<file path="config.mk">
export PLATFORM = sky130hd
export DESIGN_NAME = pgq_lane
export DESIGN_NICKNAME = d
export VERILOG_FILES = /design/src/sv/pgq_pkg.sv /design/src/sv/pgq_lane.sv
export SDC_FILE = /design/constraint.sdc
export NUM_CORES = 2
export LEC_CHECK = 0
export ABC_CLOCK_PERIOD_IN_PS = 7700
export BUFFER_PORTS_ARGS = -buffer_cell sky130_fd_sc_hd__buf_2
export CAP_MARGIN = 10
export CORE_UTILIZATION = 64
export DETAILED_ROUTE_END_ITERATION = 10
export GPL_TIMING_DRIVEN = 1
export PLACE_DENSITY_LB_ADDON = 0.08
export SYNTH_ARGS = -nofsm -noshare
export SYNTH_HDL_FRONTEND = slang
export SYNTH_SLANG_ARGS = --single-unit
</file>
<file path="constraint.sdc">
create_clock -name clk_i -period 7.7 [get_ports clk_i]
set_input_delay 1.925 -clock clk_i [delete_from_list [all_inputs] [get_ports clk_i]]
set_output_delay 1.925 -clock clk_i [all_outputs]
set_load 0.02 [all_outputs]
</file>
<file path="src/sv/pgq_pkg.sv">
package pgq_pkg;
  localparam int unsigned SumWidth     = 32;
  localparam int unsigned SamplesWidth = 16;
  localparam int unsigned PixWidth     = 8;
  localparam int unsigned NumLanes     = 3;
  localparam logic [SamplesWidth-1:0] SamplesReset = 16'd1;
  localparam logic [SumWidth-1:0] SatLimit = 32'd65025;

  typedef struct packed {
    logic [SumWidth-1:0] red_sum;
    logic [SumWidth-1:0] green_sum;
    logic [SumWidth-1:0] blue_sum;
  } pix_in_t;

  typedef struct packed {
    logic [PixWidth-1:0] red_out;
    logic [PixWidth-1:0] green_out;
    logic [PixWidth-1:0] blue_out;
  } pix_out_t;
endpackage

</file>
<file path="src/sv/pgq_lane.sv">
// one color channel: restoring divide (one quotient bit per stage), then
// bitwise square root (one root bit per stage)
module pgq_lane #(
  parameter int unsigned SamplesWidth = pgq_pkg::SamplesWidth
) (
  input  logic                          clk_i,
  input  logic                          en_i,
  input  logic [pgq_pkg::SumWidth-1:0]  sum_i,
  input  logic [SamplesWidth-1:0]       samples_i,
  output logic [pgq_pkg::PixWidth-1:0]  pix_o
);
  localparam int unsigned SumWidth = pgq_pkg::SumWidth;
  localparam int unsigned PixWidth = pgq_pkg::PixWidth;
  localparam int unsigned RemW     = SamplesWidth + 1;

  // divider stage registers, index k holds state after k quotient bits
  logic [SumWidth-1:0]     num_q [1:SumWidth];
  logic [RemW-1:0]         rem_q [1:SumWidth];
  logic [SamplesWidth-1:0] den_q [1:SumWidth];

  for (genvar k = 0; k < SumWidth; k++) begin : g_div
    logic [SumWidth-1:0]     num_cur;
    logic [RemW-1:0]         rem_cur;
    logic [SamplesWidth-1:0] den_cur;
    logic [RemW:0]           trial;
    logic                    take;
    if (k == 0) begin : g_first
      assign num_cur = sum_i;
      assign rem_cur = '0;
      assign den_cur = samples_i;
    end else begin : g_next
      assign num_cur = num_q[k];
      assign rem_cur = rem_q[k];
      assign den_cur = den_q[k];
    end
    always_comb begin
      trial = {rem_cur, num_cur[SumWidth-1]};
      take  = trial >= {2'b00, den_cur};
    end
    always_ff @(posedge clk_i) begin
      if (en_i) begin
        num_q[k+1] <= {num_cur[SumWidth-2:0], take};
        rem_q[k+1] <= take ? RemW'(trial - {2'b00, den_cur}) : RemW'(trial);
        den_q[k+1] <= den_cur;
      end
    end
  end

  // quotient after the last stage (zero divisor yields all ones)
  logic [SumWidth-1:0] rq_q   [1:PixWidth];
  logic [PixWidth-1:0] root_q [1:PixWidth];
  logic                sat_q  [1:PixWidth];

  for (genvar b = 0; b < PixWidth; b++) begin : g_sqrt
    logic [SumWidth-1:0]   rq_cur;
    logic [PixWidth-1:0]   root_cur;
    logic                  sat_cur;
    logic [PixWidth-1:0]   trial;
    logic [2*PixWidth-1:0] sq;
    if (b == 0) begin : g_first
      assign rq_cur   = num_q[SumWidth];
      assign root_cur = '0;
      assign sat_cur  = num_q[SumWidth] >= pgq_pkg::SatLimit;
    end else begin : g_next
      assign rq_cur   = rq_q[b];
      assign root_cur = root_q[b];
      assign sat_cur  = sat_q[b];
    end
    always_comb begin
      trial = root_cur | (PixWidth'(1) << (PixWidth-1-b));
      sq    = trial * trial;
    end
    always_ff @(posedge clk_i) begin
      if (en_i) begin
        rq_q[b+1]   <= rq_cur;
        sat_q[b+1]  <= sat_cur;
        root_q[b+1] <= (SumWidth'(sq) <= rq_cur) ? trial : root_cur;
      end
    end
  end

  assign pix_o = sat_q[PixWidth] ? '1 : root_q[PixWidth];
endmodule

</file>
== Word-level counts from Yosys, hierarchy flattened ==
Memory sizes are Yosys's and may differ from the RTL's.
Index checks and enable logic that the tools add are counted.
Widths: inputs -> output; s select.
Storage, ports and cells
  RAM bits: 2408
  bits in registers: 0
  memories kept: 6
  word-level logic and storage cells: 129
  output and inout port bits: 8
Memories
  num_q: words 32, bits a word 32, rd ports 32, clocked after memory_dff 0, write ports 32, RTL line pgq_lane.sv:17  | logic [SumWidth-1:0] num_q [1:SumWidth];
  rem_q: words 32, bits a word 17, rd ports 31, clocked after memory_dff 0, write ports 32, RTL line pgq_lane.sv:18  | logic [RemW-1:0] rem_q [1:SumWidth];
  den_q: words 32, bits a word 16, rd ports 31, clocked after memory_dff 0, write ports 32, RTL line pgq_lane.sv:19  | logic [SamplesWidth-1:0] den_q [1:SumWidth];
  rq_q: words 8, bits a word 32, rd ports 7, clocked after memory_dff 0, write ports 8, RTL line pgq_lane.sv:50  | logic [SumWidth-1:0] rq_q [1:PixWidth];
  root_q: words 8, bits a word 8, rd ports 8, clocked after memory_dff 0, write ports 8, RTL line pgq_lane.sv:51  | logic [PixWidth-1:0] root_q [1:PixWidth];
  sat_q: words 8, bits a word 1, rd ports 8, clocked after memory_dff 0, write ports 8, RTL line pgq_lane.sv:52  | logic sat_q [1:PixWidth];
Cells by class
  add/subtract/negate cells: 32
  $lt $le $gt $ge: 41
  mux-type cells: 43
  $mul: 7
Operators by type and width (number)
  $ge 18x16->1: 31
  $mux 17: 32
  $sub 17x16->17: 31
  $le 16x32->1: 7
  $mul 8x8->16: 7
  $ge 32x16->1 const B: 1
  $le 15x32->1 const A: 1
  $sub 1x16->17: 1
  $ge 1x16->1: 1
  $mux 8: 2
  $mux 7: 1
  $mux 6: 1
  $mux 5: 1
  $mux 4: 1
  $mux 1: 3
  $mux 3: 1
  $mux 2: 1

== Logic depth before layout (Yosys ltp) ==
An unclocked memory read counts as a cell.
  depth after elaboration: 4
  mapped depth: 25
  depth with buffers taken out: 25

== Worst setup path after synthesis ==
No wires, ideal clock.
  path type: flip-flop to flip-flop
  start point: register root_q[0][51] (netlist name)
  end point: register root_q[0][57] (netlist name)
  data required time: 7.567 ns
  clock period less this slack: 5.368 ns
  setup time: 0.133 ns
  slack: 2.332 ns
  data arrival time: 5.235 ns
  buffers on the path: 0
  stages on the path, launching flop included: 21
  cell sequence: edfxtp_1 > ha_1 > fa_1 > inv_1 > fa_1 > fa_1 > fa_1 > inv_1 > ha_1 > o21ai_0 > a21boi_0 > nor2_1 > ha_1 > a21o_1 > a21o_1 > a21o_1 > a21o_1 > a21o_1 > a21o_1 > a221oi_1 > a311o_1

==> impl_metrics.tcl <==
set metrics [dict create \
    min_path_cells 0 \
    crit_fanout 9 \
    via_count 58410 \
    cts_tree "built" \
    ys_ff_latch 2315 \
    clock_latency_ns 0.84 \
    muxShareOfSynthArea_pct 2.311 \
    place.gp.congestion 0.8928 \
    synth-main-ff-cell "edfxtp_1" \
    grt_pass1_wl_um 296100 \
    seq_area_frac_synth_pct 65.66 \
    rsz0062_at_grt "false" \
    whs_endpoint "num_q[0][493]" \
    outcome "finished clean" \
    synthesis.nets 8405 \
    clock-root-buffer "clkbuf_16" \
    start_util_pct 64.75 \
    hold_violations 0 \
    layout-drive-gt1-share_pct 8.636 \
    synth_largest_area_cell "edfxtp_1" \
    fin_crit_ns 5.887 \
    worstReg2RegStart "root_q[0][51]" \
    drc 0 \
    track_usage_pct 21.94 \
    numCtsBuffers 222 \
    synth_cell_type_count 76 \
    critical_path_class "flop to flop" \
    worst_clock_skew_ns 0.02628 \
    cts_hold_repair.buffers 0 \
    synthTopCellsByArea "edfxtp_1 (66%), ha_1 (7.8%), inv_1 (2.7%)" \
    cts-resized-gates 0 \
    start_kind "flop" \
    min_from "num_q[0][460]" \
    fp-row-count 148 \
    grt.overflow.total 0 \
    drtIter0Drc 4006 \
    h-tree-depth 4 \
    p_total_mw 43.86 \
    syn-instance-count 7610 \
    wl_per_cell_um 17.91 \
    final-max-slew-violation-count 0 \
    synth_top_area_share_pct 65.66 \
    grt_pass1_vias 58731 \
    r2r_cells 20 \
    fp.dieH_um 408.7 \
    arrival_ns 6.56 \
    clkTransAtPathRegs_ns 0.06 \
    io_buffer_count 57 \
    drt_pass1_iterations 6 \
    dieArea_um2 167100 \
    synthAdderAreaFrac_pct 9.400 \
    hold_class "flop to flop" \
    nets 8615 \
    synth_warnings 0 \
    synthXorXnorAreaFrac_pct 3.449 \
    final_antenna_net_count 0 \
    netlist_area_um2 105900 \
    async_reset_ff_share_pct 0 \
    n_antenna_cell 0 \
    cap_viol_max_count 0 \
    post-dp-hpwl_um 125000 \
    finalSetupViolations 0 \
    p_per_area_nw_per_um2 377.2 \
    io_pins 58 \
    end_kind "flop" \
    cts_setup_buffers 0 \
    rrSetupSlack_ns 1.81 \
    cp.required_ns 8.38 \
    p_leak_nw 44.98 \
    synthToLayoutAreaGrowth_pct 9.829 \
    grt_max_degree 203 \
    synth_top_family_by_area "adder cells" \
    antenna_found_initial 0 \
    die_w_um 408.7 \
    clock-sinks 2315 \
    avgSynthCellArea_um2 13.91 \
    wirelength_um 182500 \
    avgViaCountPerCell 5.733 \
    synth-edff-count 2315 \
    fin_setup_tns_ns 0 \
    yosys.area_share.simple_pct 6.710 \
    post-route-period-util_pct 76.46 \
    fmax_ghz 0.1699 \
    slew_headroom_pct 21.86 \
    clock_path_buffers 3 \
    core-area_um2 163500 \
    reg2reg_to "root_q[0][57]" \
    synth_compound_area_share_pct 9.350 \
    worst_slew_pin_slew_ns 1.172 \
    peakVddDrop_v 0.0002974 \
]
per-stage QoR:
step | instances | utilization (%) | hold slack (ns) | setup WS, ns | cell area (µm²)
after floorplan | 7610 | - | 0.4003 | 2.332 | 105900
after CTS | 10188 | 71.12 | 0.4091 | 1.740 | 116300
after global placement | 9771 | 66.68 | 0.4003 | 1.811 | 109000
after detailed placement | 9771 | 66.68 | 0.4045 | 1.752 | 109000
final | 10188 | 71.12 | 0.4123 | 1.813 | 116300
after global routing | 10188 | 71.12 | 0.4138 | 1.424 | 116300
how the worst max path moves through the flow:
stage | cells past startpoint | to | from | slack [ns]
2_1_floorplan | 20 | root_q[0][57] | root_q[0][51] | 2.33
3_3_place_gp | 20 | root_q[0][57] | root_q[0][51] | 1.81
3_5_place_dp | 20 | root_q[0][57] | root_q[0][51] | 1.75
4_1_cts | 20 | root_q[0][57] | root_q[0][51] | 1.74
5_1_grt | 20 | root_q[0][57] | root_q[0][51] | 1.42
6_report | 20 | root_q[0][57] | root_q[0][51] | 1.81
worst max-delay path, cell delays in order (launching register included):
cell and delay (ns):
edfxtp_1 0.58, ha_1 0.35, fa_1 0.51, inv_1 0.05, fa_1 0.50, fa_1 0.52
fa_1 0.54, inv_1 0.05, ha_1 0.32, o21ai_0 0.12, a21boi_0 0.28, nor2_1 0.10
ha_1 0.30, a21o_1 0.16, a21o_1 0.17, a21o_1 0.17, a21o_1 0.17, a21o_1 0.17
a21o_1 0.17, a221oi_1 0.30, a311o_1 0.21
synthesized netlist by cell type (all sizes together), types with 8 or more instances:
cell type and instances:
mux2 196, o31a 39, xor2 161, nand2b 103, or3 28, nand2 406, nor2 392, nand3 53
a31o 9, or2 26, a221oi 12, and2 31, buf 19, nor3 85, o2111ai 12, a21o 159
a2111oi 11, nor4 49, o22ai 12, and3 29, a31oi 62, o211ai 26, or4 14, mux2i 15
a211oi 51, inv 762, nor2b 116, nand4 87, edfxtp 2315, o21a 124, nand3b 12, o31ai 42
o21bai 24, o21ai 436, ha 661, a311oi 8, and4 12, a211o 24, clkbuf 93, a41oi 9
a21oi 476, fa 84, xnor2 256
logic make-up (layout without fill, tap and decap cells):
logic type / Yosys count / after routing
DFF: 2315 / 2315
xor gates and xnor gates: 417 / 417
and+or+nand+nor: 1461 / 1461
adders and majority gates: 745 / 745
muxes: 211 / 211
AOI/OAI and AO/OA: 1587 / 1587
buffers and inverters: 874 / 1277
routing by layer:
metal | share of wire (%) | up-vias | wire [µm] | GRT usage (%)
li1 | - | 28605 | - | -
met1 | 43 | 28289 | 78090 | 28.02
met2 | 51 | 1156 | 92950 | 38.78
met3 | 3.4 | 360 | 6242 | 2.929
met4 | 2.9 | 0 | 5207 | 7.116
met5 | 0 | - | 0 | 0
sequential cells by signal, summed over array words and instances (netlist names):
name    cells
rq_q      224
den_q     496
rem_q     527
root_q     36
sat_q       8
num_q    1024
final cells by class:
class / instances / area (µm²)
clock buffers: 261 / 5744
clock inverters: 156 / 1506
fillers: 10733 / 47230
inverters: 762 / 2860
multi-input cells: 4421 / 33150
flip-flops and latches: 2315 / 69520
well taps: 2175 / 2721
repair buffers: 98 / 783.3
cell usage in the layout (no fill, tap or decap), drive strengths merged, types with 15 or more instances in the layout:
cell,instances
o211ai,26
a21oi,476
mux2i,15
a211oi,51
clkinv,100
or2,26
a21o,159
nor2,392
nand4,87
o21a,124
nor3,85
nor2b,116
and2,31
xnor2,256
and3,29
xor2,161
nand2,406
fa,84
o21ai,436
edfxtp,2315
a31oi,62
buf,98
clkbuf,261
nand2b,103
clkinvlp,18
or3,28
nor4,49
o21bai,24
nand3,53
ha,661
a211o,24
inv,776
bufinv,24
o31ai,42
mux2,196
o31a,39
power breakdown:
group          internal, mW  switching [mW]  total (mW)
Sequential             17.0            1.17        18.2
Combinational          6.73            8.17        14.9
Clock                  6.16            4.62        10.8
Total                  29.9            14.0        43.9
(Power assumes the default switching activity.)
